[src/rtl/gpt_pkg.sv]
// ----------------------------------------------------------------------------
// gpt_pkg
// Shared types, codes and helpers for the grid pose tracker with visit map.
// ----------------------------------------------------------------------------
package gpt_pkg;

	// Grid size
	localparam int GRID_COLS = 15;
	localparam int GRID_ROWS = 8;
	localparam int MAP_DEPTH = GRID_COLS * GRID_ROWS;
	localparam int IDX_W     = $clog2(MAP_DEPTH);

	// Field widths
	localparam int OP_W   = 2;
	localparam int STEP_W = 3;
	localparam int COL_W  = 4;
	localparam int ROW_W  = 3;
	localparam int HEAD_W = 2;
	localparam int MARK_W = 2;
	localparam int CFG_IDX_W  = 1;
	localparam int CFG_DATA_W = 4;
	localparam int IN_W  = 16;
	localparam int OUT_W = 16;

	localparam logic [COL_W-1:0] COL_LAST = COL_W'(GRID_COLS - 1);
	localparam logic [ROW_W-1:0] ROW_LAST = ROW_W'(GRID_ROWS - 1);

	// Start position after reset
	localparam logic [COL_W-1:0] START_X_RST = 4'd7;
	localparam logic [ROW_W-1:0] START_Y_RST = 3'd7;

	// Operation codes
	localparam logic [OP_W-1:0] OP_STEP = 2'd0;
	localparam logic [OP_W-1:0] OP_DEAD = 2'd1;
	localparam logic [OP_W-1:0] OP_READ = 2'd2;
	localparam logic [OP_W-1:0] OP_NOP  = 2'd3;

	// Step codes
	localparam logic [STEP_W-1:0] STEP_FWD   = 3'd0;
	localparam logic [STEP_W-1:0] STEP_RIGHT = 3'd1;
	localparam logic [STEP_W-1:0] STEP_BACK  = 3'd2;
	localparam logic [STEP_W-1:0] STEP_LEFT  = 3'd3;
	localparam logic [STEP_W-1:0] STEP_ABOUT = 3'd4;

	// Headings
	localparam logic [HEAD_W-1:0] HEAD_N = 2'd0;
	localparam logic [HEAD_W-1:0] HEAD_E = 2'd1;
	localparam logic [HEAD_W-1:0] HEAD_S = 2'd2;
	localparam logic [HEAD_W-1:0] HEAD_W_ = 2'd3;

	// Cell marks
	localparam logic [MARK_W-1:0] MARK_NONE    = 2'd0;
	localparam logic [MARK_W-1:0] MARK_VISITED = 2'd1;
	localparam logic [MARK_W-1:0] MARK_DEAD    = 2'd2;

	// Register indexes
	localparam logic [CFG_IDX_W-1:0] REG_START_X = 1'd0;
	localparam logic [CFG_IDX_W-1:0] REG_START_Y = 1'd1;

	// Where the result's cell value comes from
	localparam logic [1:0] SRC_CONST = 2'd0;
	localparam logic [1:0] SRC_RD    = 2'd1;
	localparam logic [1:0] SRC_CUR   = 2'd2;

	typedef struct packed {
		logic [ROW_W-1:0]  read_row;
		logic [COL_W-1:0]  read_col;
		logic [STEP_W-1:0] step_code;
		logic [OP_W-1:0]   operation;
	} item_t;

	typedef struct packed {
		logic              ok;
		logic [COL_W-1:0]  col;
		logic [ROW_W-1:0]  row;
		logic [HEAD_W-1:0] heading;
		logic [1:0]        src;
		logic [MARK_W-1:0] val;
	} res_t;

	typedef struct packed {
		logic              en;
		logic [IDX_W-1:0]  idx;
		logic [MARK_W-1:0] mark;
	} map_wr_t;

	typedef struct packed {
		logic             en;
		logic [IDX_W-1:0] idx_a;
		logic [IDX_W-1:0] idx_b;
	} map_rd_t;

	// Column-major cell address
	function automatic logic [IDX_W-1:0] cell_index(input logic [COL_W-1:0] col,
		input logic [ROW_W-1:0] row);
		logic [IDX_W-1:0] base;
		base = IDX_W'(IDX_W'(col) * IDX_W'(GRID_ROWS));
		return IDX_W'(base + IDX_W'(row));
	endfunction

	// Clamp a start column or row onto the grid
	function automatic logic [COL_W-1:0] sat_col(input logic [COL_W-1:0] x);
		return (x > COL_LAST) ? COL_LAST : x;
	endfunction

	function automatic logic [ROW_W-1:0] sat_row(input logic [ROW_W-1:0] y);
		return (y > ROW_LAST) ? ROW_LAST : y;
	endfunction

endpackage

[src/rtl/gpt_map.sv]
// ----------------------------------------------------------------------------
// gpt_map
// Cell mark store: one write port, two registered read ports, per-entry
// valid bits so that a restart clears the whole map at once.
// ----------------------------------------------------------------------------
module gpt_map (
	input  logic                             clk,
	input  logic                             arst_n,
	input  logic                             clear,
	input  logic [gpt_pkg::IDX_W-1:0]        start_idx,
	input  gpt_pkg::map_wr_t                 wr,
	input  gpt_pkg::map_rd_t                 rd,
	output logic [gpt_pkg::MARK_W-1:0]       mark_a,
	output logic [gpt_pkg::MARK_W-1:0]       mark_b
);

	logic [gpt_pkg::MARK_W-1:0] mem [gpt_pkg::MAP_DEPTH];
	logic [gpt_pkg::MAP_DEPTH-1:0] vld_q;

	logic [gpt_pkg::MARK_W-1:0] mem_a_q, mem_b_q;
	logic                       vld_a_q, vld_b_q;
	logic                       start_a_q, start_b_q;

	// Storage and registered reads
	always_ff @(posedge clk) begin
		if (wr.en) begin
			mem[wr.idx] <= wr.mark;
		end
		if (rd.en) begin
			mem_a_q   <= mem[rd.idx_a];
			mem_b_q   <= mem[rd.idx_b];
			start_a_q <= (rd.idx_a == start_idx);
			start_b_q <= (rd.idx_b == start_idx);
		end
	end

	// Valid bits: an entry never written reads as its reset mark
	always_ff @(posedge clk or negedge arst_n) begin
		if (!arst_n) begin
			vld_q   <= '0;
			vld_a_q <= 1'b0;
			vld_b_q <= 1'b0;
		end else begin
			if (clear) begin
				vld_q <= '0;
			end else if (wr.en) begin
				vld_q[wr.idx] <= 1'b1;
			end
			if (rd.en) begin
				vld_a_q <= vld_q[rd.idx_a];
				vld_b_q <= vld_q[rd.idx_b];
			end
		end
	end

	// Start cell reads as visited until written
	always_comb begin
		if (vld_a_q) begin
			mark_a = mem_a_q;
		end else begin
			mark_a = start_a_q ? gpt_pkg::MARK_VISITED : gpt_pkg::MARK_NONE;
		end
		if (vld_b_q) begin
			mark_b = mem_b_q;
		end else begin
			mark_b = start_b_q ? gpt_pkg::MARK_VISITED : gpt_pkg::MARK_NONE;
		end
	end

endmodule

[src/rtl/gpt_pose.sv]
// ----------------------------------------------------------------------------
// gpt_pose
// Pose registers and the per-item step logic: heading table, bounds check,
// map write and read requests, and the result fields.
// ----------------------------------------------------------------------------
module gpt_pose (
	input  logic                                 clk,
	input  logic                                 arst_n,
	input  logic                                 cfg_we,
	input  logic [gpt_pkg::CFG_IDX_W-1:0]        cfg_index,
	input  logic [gpt_pkg::CFG_DATA_W-1:0]       cfg_data,
	input  logic                                 go,
	input  gpt_pkg::item_t                       item,
	output logic                                 clear,
	output logic [gpt_pkg::IDX_W-1:0]            start_idx,
	output gpt_pkg::map_wr_t                     wr,
	output gpt_pkg::map_rd_t                     rd,
	output gpt_pkg::res_t                        res
);

	logic [gpt_pkg::COL_W-1:0]  start_x_q, start_col_q, cur_col_q;
	logic [gpt_pkg::ROW_W-1:0]  start_y_q, start_row_q, cur_row_q;
	logic [gpt_pkg::HEAD_W-1:0] facing_q;

	logic [gpt_pkg::COL_W-1:0]  new_x, nc;
	logic [gpt_pkg::ROW_W-1:0]  new_y, nr;
	logic [gpt_pkg::HEAD_W-1:0] nf, dir;
	logic                       moves, in_grid, rd_inside;
	logic [gpt_pkg::IDX_W-1:0]  cur_idx;

	// Restart on any register write
	assign clear = cfg_we;
	assign new_x = (cfg_index == gpt_pkg::REG_START_X) ? cfg_data : start_x_q;
	assign new_y = (cfg_index == gpt_pkg::REG_START_Y) ?
		cfg_data[gpt_pkg::ROW_W-1:0] : start_y_q;

	assign start_idx = gpt_pkg::cell_index(start_col_q, start_row_q);
	assign cur_idx   = gpt_pkg::cell_index(cur_col_q, cur_row_q);

	// Heading table and move direction
	always_comb begin
		nf    = facing_q;
		dir   = facing_q;
		moves = 1'b1;
		unique case (item.step_code)
			gpt_pkg::STEP_FWD: begin
				dir = facing_q;
			end
			gpt_pkg::STEP_RIGHT: begin
				nf  = facing_q + 2'd1;
				dir = nf;
			end
			gpt_pkg::STEP_BACK: begin
				dir = facing_q + 2'd2;
			end
			gpt_pkg::STEP_LEFT: begin
				nf  = facing_q + 2'd3;
				dir = nf;
			end
			gpt_pkg::STEP_ABOUT: begin
				nf    = facing_q + 2'd2;
				moves = 1'b0;
			end
			default: begin
				moves = 1'b0;
			end
		endcase
	end

	// Next cell and bounds check
	always_comb begin
		nc      = cur_col_q;
		nr      = cur_row_q;
		in_grid = 1'b1;
		unique case (dir)
			gpt_pkg::HEAD_N: begin
				if (cur_row_q == '0) in_grid = 1'b0;
				else nr = cur_row_q - 3'd1;
			end
			gpt_pkg::HEAD_E: begin
				if (cur_col_q == gpt_pkg::COL_LAST) in_grid = 1'b0;
				else nc = cur_col_q + 4'd1;
			end
			gpt_pkg::HEAD_S: begin
				if (cur_row_q == gpt_pkg::ROW_LAST) in_grid = 1'b0;
				else nr = cur_row_q + 3'd1;
			end
			default: begin
				if (cur_col_q == '0) in_grid = 1'b0;
				else nc = cur_col_q - 4'd1;
			end
		endcase
	end

	assign rd_inside = (item.read_col <= gpt_pkg::COL_LAST) &&
		(item.read_row <= gpt_pkg::ROW_LAST);

	// Map requests and result fields
	always_comb begin
		wr.en   = 1'b0;
		wr.idx  = cur_idx;
		wr.mark = gpt_pkg::MARK_VISITED;
		rd.en   = go;
		rd.idx_a = rd_inside ? gpt_pkg::cell_index(item.read_col, item.read_row) : cur_idx;
		rd.idx_b = cur_idx;
		res.ok      = 1'b0;
		res.col     = cur_col_q;
		res.row     = cur_row_q;
		res.heading = facing_q;
		res.src     = gpt_pkg::SRC_CUR;
		res.val     = gpt_pkg::MARK_NONE;
		unique case (item.operation)
			gpt_pkg::OP_STEP: begin
				res.heading = nf;
				if (!moves) begin
					wr.en   = go;
					res.ok  = 1'b1;
					res.src = gpt_pkg::SRC_CONST;
					res.val = gpt_pkg::MARK_VISITED;
				end else if (in_grid) begin
					wr.en   = go;
					wr.idx  = gpt_pkg::cell_index(nc, nr);
					res.ok  = 1'b1;
					res.col = nc;
					res.row = nr;
					res.src = gpt_pkg::SRC_CONST;
					res.val = gpt_pkg::MARK_VISITED;
				end
			end
			gpt_pkg::OP_DEAD: begin
				wr.en   = go;
				wr.mark = gpt_pkg::MARK_DEAD;
				res.src = gpt_pkg::SRC_CONST;
				res.val = gpt_pkg::MARK_DEAD;
			end
			gpt_pkg::OP_READ: begin
				res.src = rd_inside ? gpt_pkg::SRC_RD : gpt_pkg::SRC_CONST;
			end
			gpt_pkg::OP_NOP: begin
				res.src = gpt_pkg::SRC_CUR;
			end
			default: begin
				res.src = gpt_pkg::SRC_CUR;
			end
		endcase
	end

	// Pose and start registers
	always_ff @(posedge clk or negedge arst_n) begin
		if (!arst_n) begin
			start_x_q   <= gpt_pkg::START_X_RST;
			start_y_q   <= gpt_pkg::START_Y_RST;
			start_col_q <= gpt_pkg::sat_col(gpt_pkg::START_X_RST);
			start_row_q <= gpt_pkg::sat_row(gpt_pkg::START_Y_RST);
			cur_col_q   <= gpt_pkg::sat_col(gpt_pkg::START_X_RST);
			cur_row_q   <= gpt_pkg::sat_row(gpt_pkg::START_Y_RST);
			facing_q    <= gpt_pkg::HEAD_N;
		end else if (cfg_we) begin
			start_x_q   <= new_x;
			start_y_q   <= new_y;
			start_col_q <= gpt_pkg::sat_col(new_x);
			start_row_q <= gpt_pkg::sat_row(new_y);
			cur_col_q   <= gpt_pkg::sat_col(new_x);
			cur_row_q   <= gpt_pkg::sat_row(new_y);
			facing_q    <= gpt_pkg::HEAD_N;
		end else if (go) begin
			cur_col_q <= res.col;
			cur_row_q <= res.row;
			facing_q  <= res.heading;
		end
	end

endmodule

[src/rtl/grid_pose_tracker_visit_map.sv]
// ----------------------------------------------------------------------------
// grid_pose_tracker_visit_map
// Tracks heading and cell of a robot on a 15 x 8 grid and keeps a 2-bit mark
// per cell (unvisited, visited, dead end).
//
// One request is taken per cycle while the result stream is not stalled, and
// each gives one result: it is held in the input register, then in the result
// register beside the map's registered read port. Pose updates and map writes
// settle in the same cycle, so back-to-back requests see each other's effects.
// A register write restarts the tracker at once (heading north, map cleared
// through per-cell valid bits, start cell reads as visited); write registers
// only while no request is in flight.
// ----------------------------------------------------------------------------
module grid_pose_tracker_visit_map (
	input  logic                               clk,
	input  logic                               arst_n,
	// Configuration
	input  logic                               cfg_we,
	input  logic [gpt_pkg::CFG_IDX_W-1:0]      cfg_index,
	input  logic [gpt_pkg::CFG_DATA_W-1:0]     cfg_data,
	// Request stream
	input  logic                               s_axis_tvalid,
	output logic                               s_axis_tready,
	// [1:0] operation, [4:2] step_code, [8:5] read_col, [11:9] read_row, rest 0
	input  logic [gpt_pkg::IN_W-1:0]           s_axis_tdata,
	// Result stream
	output logic                               m_axis_tvalid,
	input  logic                               m_axis_tready,
	// [0] ok, [4:1] pos_col, [7:5] pos_row, [9:8] heading, [11:10] cell_value
	output logic [gpt_pkg::OUT_W-1:0]          m_axis_tdata
);

	logic                  vld_s1, vld_s2;
	gpt_pkg::item_t        item_s1;
	gpt_pkg::res_t         res, res_s2;
	logic                  adv, go;
	logic                  clear;
	logic [gpt_pkg::IDX_W-1:0]  start_idx;
	gpt_pkg::map_wr_t      wr;
	gpt_pkg::map_rd_t      rd;
	logic [gpt_pkg::MARK_W-1:0] mark_a, mark_b;
	logic [gpt_pkg::MARK_W-1:0] cell_value;

	// Handshake
	assign adv           = !vld_s2 || m_axis_tready;
	assign go            = vld_s1 && adv;
	assign s_axis_tready = !vld_s1 || adv;
	assign m_axis_tvalid = vld_s2;

	// Input register
	always_ff @(posedge clk or negedge arst_n) begin
		if (!arst_n) begin
			vld_s1 <= 1'b0;
		end else if (s_axis_tready) begin
			vld_s1 <= s_axis_tvalid;
		end
	end

	always_ff @(posedge clk) begin
		if (s_axis_tready && s_axis_tvalid) begin
			item_s1 <= gpt_pkg::item_t'(s_axis_tdata[11:0]);
		end
	end

	gpt_pose u_pose (
		.clk       (clk),
		.arst_n    (arst_n),
		.cfg_we    (cfg_we),
		.cfg_index (cfg_index),
		.cfg_data  (cfg_data),
		.go        (go),
		.item      (item_s1),
		.clear     (clear),
		.start_idx (start_idx),
		.wr        (wr),
		.rd        (rd),
		.res       (res)
	);

	gpt_map u_map (
		.clk       (clk),
		.arst_n    (arst_n),
		.clear     (clear),
		.start_idx (start_idx),
		.wr        (wr),
		.rd        (rd),
		.mark_a    (mark_a),
		.mark_b    (mark_b)
	);

	// Result register
	always_ff @(posedge clk or negedge arst_n) begin
		if (!arst_n) begin
			vld_s2 <= 1'b0;
		end else if (adv) begin
			vld_s2 <= vld_s1;
		end
	end

	always_ff @(posedge clk) begin
		if (go) begin
			res_s2 <= res;
		end
	end

	// Cell value select
	always_comb begin
		unique case (res_s2.src)
			gpt_pkg::SRC_RD:  cell_value = mark_a;
			gpt_pkg::SRC_CUR: cell_value = mark_b;
			default:          cell_value = res_s2.val;
		endcase
	end

	assign m_axis_tdata = {4'd0, cell_value, res_s2.heading, res_s2.row, res_s2.col, res_s2.ok};

endmodule
[config.mk]
export PLATFORM = sky130hd
export DESIGN_NAME = grid_pose_tracker_visit_map
export DESIGN_NICKNAME = d
export VERILOG_FILES = /design/src/rtl/gpt_pkg.sv /design/src/rtl/gpt_map.sv /design/src/rtl/gpt_pose.sv /design/src/rtl/grid_pose_tracker_visit_map.sv
export SDC_FILE = /design/constraint.sdc
export NUM_CORES = 1
export LEC_CHECK = 0
export ABC_AREA = 0
export BUFFER_PORTS_ARGS = -buffer_cell sky130_fd_sc_hd__buf_4
export CORE_MARGIN = 4
export CORE_UTILIZATION = 50
export CTS_CLUSTER_DIAMETER = 100
export DETAILED_ROUTE_END_ITERATION = 10
export PLACE_DENSITY = 0.72
export SYNTH_ARGS = -nofsm -noshare
export SYNTH_HDL_FRONTEND = slang
export SYNTH_SLANG_ARGS = --single-unit
[constraint.sdc]
create_clock -name clk -period 4.7 [get_ports clk]
set_input_delay 0.47 -clock clk [delete_from_list [all_inputs] [get_ports clk]]
set_output_delay 0.47 -clock clk [all_outputs]
set_load 0.1 [all_outputs]
# After elaboration in Yosys (flattened, before gate mapping)
# Memories as Yosys holds them, arrays and structs flattened. A register that Yosys moved wholly into a read port is not among the register bits.
# Cells that the tools add are included.
# Widths: inputs -> output; s select.
# op_classes
add_sub_neg,11
n_mul,0
div_mod_pow,0
order_cmp,8
eq_ne,15
shift,0
mux,55
bitwise,1
reduce_logical,17
# ops
operator,n
$mux 120,2
$or 120x120->120,1
$mux 4,8
$add 7x3->7,4
$mux 7,4
$lt 7x8->1 const B,3
$mux 3,6
$mux 8,2
$mux 1,15
$bmux 1 s7,2
$eq 7x7->1,2
$pmux 2 s3,2
$mux 2,5
$mux 9,1
$eq 2x2->1 const B,4
$pmux 2 s2,2
$pmux 2 s4,1
$pmux 4 s2,1
$demux 1 s7,1
$ge 7x1->1 const B,1
$eq 2x1->1 const B,3
$eq 3x2->1 const B,2
$eq 3x3->1 const B,2
$logic_not 3->1,2
other kinds (23),31
# totals
regBits,175
latchBits,0
ramBits,240
romBits,0
inputBits,26
out_inout_bits,18
elab_cells,132
memories,1
# mem_list
name,depth,word_bits,read_ports,rd_ports_with_merged_regs,write_ports,line,text
u_map.mem,120,2,2,2,1,gpt_map.sv:17,logic [gpt_pkg::MARK_W-1:0] mem [gpt_pkg::MAP_DEPTH];

# Longest topological paths before layout
# depth
ltp_word,16
depth_mapped,14
mapped_depth_nobuf,10

# Hierarchy
# Synthesis repeated with hierarchy kept, for this count alone.
# unflattened
hier_cells,1479
hier_area_um2,20866.3
# modules_own_cells
mod,instances,cells_per_inst,area_per_inst_um2,seq_area_each_um2
gpt_map,1,1222,18071.1,10440.0
gpt_pose,1,198,1736.7,493.0
grid_pose_tracker_visit_map,1,59,1058.5,830.8

# Least setup slack after synthesis
# Ideal clock, no wire load.
# synth_timing
path_type,register to register
startpoint,register item_s1[1] (netlist bit)
endpoint,register res_s2[1] (netlist bit) (data pin)
setup_ns,0.615
t_arrival_ns,3.875
t_required_ns,4.085
slack_ns,0.210
path_stages_with_launch,4
n_path_buf,1
synth_period_minus_slack_ns,4.490
path_cell_list,edfxtp_1 > clkbuf_1 > nand2b_1 > inv_1
# synth_lines
element,line,text
"start, declared",grid_pose_tracker_visit_map.sv:34,gpt_pkg::item_t item_s1;
"start signal, assigned",grid_pose_tracker_visit_map.sv:61,item_s1 <= gpt_pkg::item_t'(s_axis_tdata[11:0]);
"end signal, assigned",grid_pose_tracker_visit_map.sv:102,res_s2 <= res;
"end, declared",grid_pose_tracker_visit_map.sv:35,"gpt_pkg::res_t res, res_s2;"

# Worst setup path after layout
# layout_timing
startpoint,register u_pose.facing_q[0] (netlist bit)
endpoint,memory u_map.mem[97][0] (netlist bit) (enable)
# layout_via
elab_chain_cells,9
word_cells_on_any_way,19
cone_classes,4 x add/sub; 2 x eq/ne; 11 x mux; 2 x reduce/logical
# layout_rtl
element,line,text
"start, declared",gpt_pose.sv:23,logic [gpt_pkg::HEAD_W-1:0] facing_q;
"start signal, assigned",gpt_pose.sv:157,facing_q <= gpt_pkg::HEAD_N;
"start signal, assigned",gpt_pose.sv:165,facing_q <= gpt_pkg::HEAD_N;
"start signal, assigned",gpt_pose.sv:169,facing_q <= res.heading;
$add 2x2->2 (tied with other cells),gpt_pose.sv:57,nf = facing_q + 2'd3;
$pmux 2 s3 *,gpt_pose.sv:45,unique case (item.step_code)
$eq 2x2->1 (tied with other cells),gpt_pose.sv:75,unique case (dir)
$reduce_or 2->1 (no line) or $pmux 1 s3 (tied branches),--,
$pmux 4 s2 or $mux 8 (tied branches),"gpt_pose.sv:75, gpt_pose.sv:120",
$add 7x3->7 or $mux 1 (tied branches),"gpt_pkg.sv:98, gpt_pose.sv:115",
$mux 8 *,gpt_pose.sv:120,end else if (in_grid) begin
$mux 7 or $mux 1 (tied branches),"gpt_pose.sv:115, gpt_map.sv:26",
$mux 7 or $mux 1 (tied branches),"gpt_pose.sv:112, gpt_map.sv:27",
"end, declared",gpt_map.sv:17,
# Every way passes the cells marked *; elsewhere a longest branch is shown, timed or not.

==> flow_summary.ini <==
[outcome]
status = finished with violations
violations = negative hold slack

[logic_synthesis]
synth.area.top_cells = edfxtp_1 (38%), dfrtp_1 (15%), mux4_2 (13%)
async_reset_ff_share_pct = 34.46
yosysSeqAreaShare_pct = 54.03
syn_inst = 1824
yosysTopAreaCell = edfxtp_1
yosys_register_bits = 415
synth_top_cell_area_share_pct = 37.52
syn_avg_cell_area_sq_um = 11.94
netlist_area_sq_um = 21770
yosys_warnings = 0
synth_flop_cell = edfxtp_1
synth-edff-count = 272
ys_types = 77

[detailed_routing]
post_drt_wl_per_cell_um = 25.98
wl_mm = 63.05
drt_iter0_markers = 2301
dr_total_vias = 16050
ant_nets = 0
via_per_inst = 6.614
drt_pass1_iterations = 6
drc_errors = 0

[final_layout]
drive_gt1_share_pct = 19.71
antenna_cells = 0
nFillCells = 3465
nets = 1844
area_growth_pct = 10.11
stdcell_area_sq_um = 23970

[setup_path]
startpoint = u_pose.facing_q[0]
cp_top_family = simple AND/OR/NAND/NOR gates
crit_fanout = 15
crit_path_frequent_cell = a21oi_4
crit_chain = a21bo_1 -> a21oi_4 -> xnor2_2 -> mux2_2 -> a21oi_4 -> mux2i_1 -> or3_1 -> nor2_1
worstReg2RegEnd = u_map.mem[97][0]
reg2reg_depth = 8
worst_setup_path_start_kind = flop
path_class = reg2reg
cp-end-kind = flop
arrival_ps = 4200
rrSetupSlack_ps = 720
cp_num_buf_inv = 0
cp_slowest_cell = or3_1
r2r_start = u_pose.facing_q[0]
cp.required_ps = 4920
cpPeakStageDelay_ps = 880

[global_routing]
grt_overflow = 0
antenna_found_initial = 0
track_usage_pct = 26.59
grt_pass1_wl_mm = 95.61
grt_pass1_vias = 15830
grt_start_max_net_pins = 93

[sta]
fin_ws_ps = 721.2
clock_skew_ps = 20.09
hold_viol = 1
tns_ps = 0
max_freq_mhz = 251.3
slew_viol_final = 0
period_share_pct = 84.66
finalCriticalPeriod_ps = 3979
rsz0062_at_grt = no
fin_hold_ws_ps = -4.247
worst_slew_pin_slew_ps = 1203
setup_viol = 0
relSlewSlack_pct = 18.10

[place]
place_hpwl_mm = 39.87
post-place-ws_ps = 813.4
finalWeightedCongestion = 0.9005
placed_cell_area_sq_um = 22630
numPortBuffers = 35

[clock_tree]
clock_path_buffers = 3
htreeDepth = 2
clk_pin_slew_ps = 60
numClockSinks = 415
cts_resized = 0
cts_made_buffers = 43
cts_root_buffer = clkbuf_16
cts_setup_buffers = 0
cts_tree = built
cts_hold_buffers = 0
clkLatencyLatePin_ps = 550

[floorplan]
die_w_um = 216.7
fp.coreArea_sq_um = 43080
pin_count = 44
die_h_um = 216.7
initial_core_util_pct = 50.54
rows = 76
die-area_sq_um = 46940

[pwr]
power.density_nw_per_um2 = 384.6
p_total_uw = 9220
peakVddDrop_v = 0.0002265
power.leakage_uw = 0.008319

[run]
cap_violations = 0

[min_path]
min_path_type = in2async
==> area by class of cell <==
| class | count | area (sq um) | share of cell area (%) |
|---|---|---|---|
| clock buffers | 60 | 1192 | 4.974 |
| clock inverters | 17 | 148.9 | 0.6211 |
| inverters | 135 | 511.7 | 2.135 |
| multi-input cells | 1114 | 8803 | 36.72 |
| flip-flops and latches | 415 | 11770 | 49.10 |
| well taps | 585 | 732.0 | 3.053 |
| repair buffers | 101 | 812.0 | 3.387 |
==> flip-flops by register name, summed over array words and instances, names as in the netlist, 3 cells and up <==
register	count
item_s1	12
u_map.mem	240
u_map.vld_q	120
m_axis_tdata	10
u_pose.start_col_q	4
u_pose.start_x_q	3
res_s2	4
u_pose.cur_col_q	4
u_pose.start_row_q	3
u_pose.cur_row_q	3
==> kinds of logic after synthesis <==
logic type | after synthesis | share of synthesized area, %
AOI/OAI and AO/OA | 295 | 9.874
xor gates and xnor gates | 24 | 1.000
adders and majority gates | 8 | 0.4598
buffers and inverters | 298 | 5.805
DFF | 415 | 54.03
muxes | 216 | 17.17
other | 1 | 0.01722
and+or+nand+nor | 567 | 11.64
==> metal layers <==
metal | track usage, % | vias to the layer above | part of all wire [%]
met5 | 0 | - | 0
met4 | 10.69 | 0 | 4.8
met3 | 6.660 | 241 | 13
met2 | 41.46 | 1115 | 45
met1 | 36.17 | 7953 | 37
li1 | - | 6742 | -
==> layout by cell type, fill, tap and decap left out, types with 10 or more instances in the layout <==
master / n
mux2_2: 14
nand3_1: 98
inv_1: 129
mux2i_1: 73
dfrtp_1: 129
dfstp_2: 12
a31oi_1: 13
clkbuf_1: 14
clkinv_1: 10
buf_4: 96
nor2_1: 147
o22ai_2: 22
clkbuf_16: 45
nand2b_1: 11
edfxtp_1: 272
a32oi_1: 21
o22ai_1: 109
a221oi_1: 11
a21oi_1: 38
o211ai_1: 17
o21ai_0: 19
nand2_1: 236
nand4_1: 21
mux4_2: 123
xnor2_1: 17
==> per-stage QoR <==
step | util (%) | instances
6_report | 55.65 | 2427
5_1_grt | 55.65 | 2427
4_1_cts | 55.65 | 2427
3_5_place_dp | 52.54 | 2350
3_3_place_gp | 52.54 | 2350
2_1_floorplan | - | 1827
==> synth_stat cells, types with 3 or more instances <==
cell type	instances
a211oi_1	4
and3_1	5
nand2_1	236
buf_4	16
a31oi_1	13
o22ai_2	22
or3_1	6
nand3_2	5
inv_1	130
o2111ai_1	4
a311oi_1	3
o21ai_1	3
a32oi_1	21
buf_1	21
nand3_1	98
dfstp_2	14
nor3_1	8
a21oi_1	38
mux4_2	123
dfrtp_1	129
edfxtp_1	272
a221oi_1	11
o21a_1	8
and2_1	3
nor2_1	149
xor2_1	6
clkbuf_1	87
a31o_2	3
o22ai_1	109
nand3b_1	3
mux2_2	15
inv_2	3
o211ai_1	17
xnor2_1	17
nand4_1	21
o21ai_0	19
o221ai_1	3
mux2i_1	76
ha_1	8
nand2b_1	12
or4_1	4
buf_6	5
buf_2	33
nor4_1	4
==> power by group <==
part / internal [uW] / total [uW] / switching [uW]
Combinational: 638 / 1820 / 1180
Sequential: 4000 / 4090 / 89.4
Clock: 1930 / 3310 / 1380
Total: 6570 / 9220 / 2650
==> worst max-delay path by stage <==
stage	to	depth (start not counted)
6_report	u_map.mem[97][0]	8
5_1_grt	u_map.mem[76][1]	9
4_1_cts	u_map.mem[97][0]	8
3_5_place_dp	u_map.mem[97][1]	8
3_3_place_gp	u_map.mem[9][0]	8
2_1_floorplan	res_s2[1]	3
(Power assumes the default switching activity.)
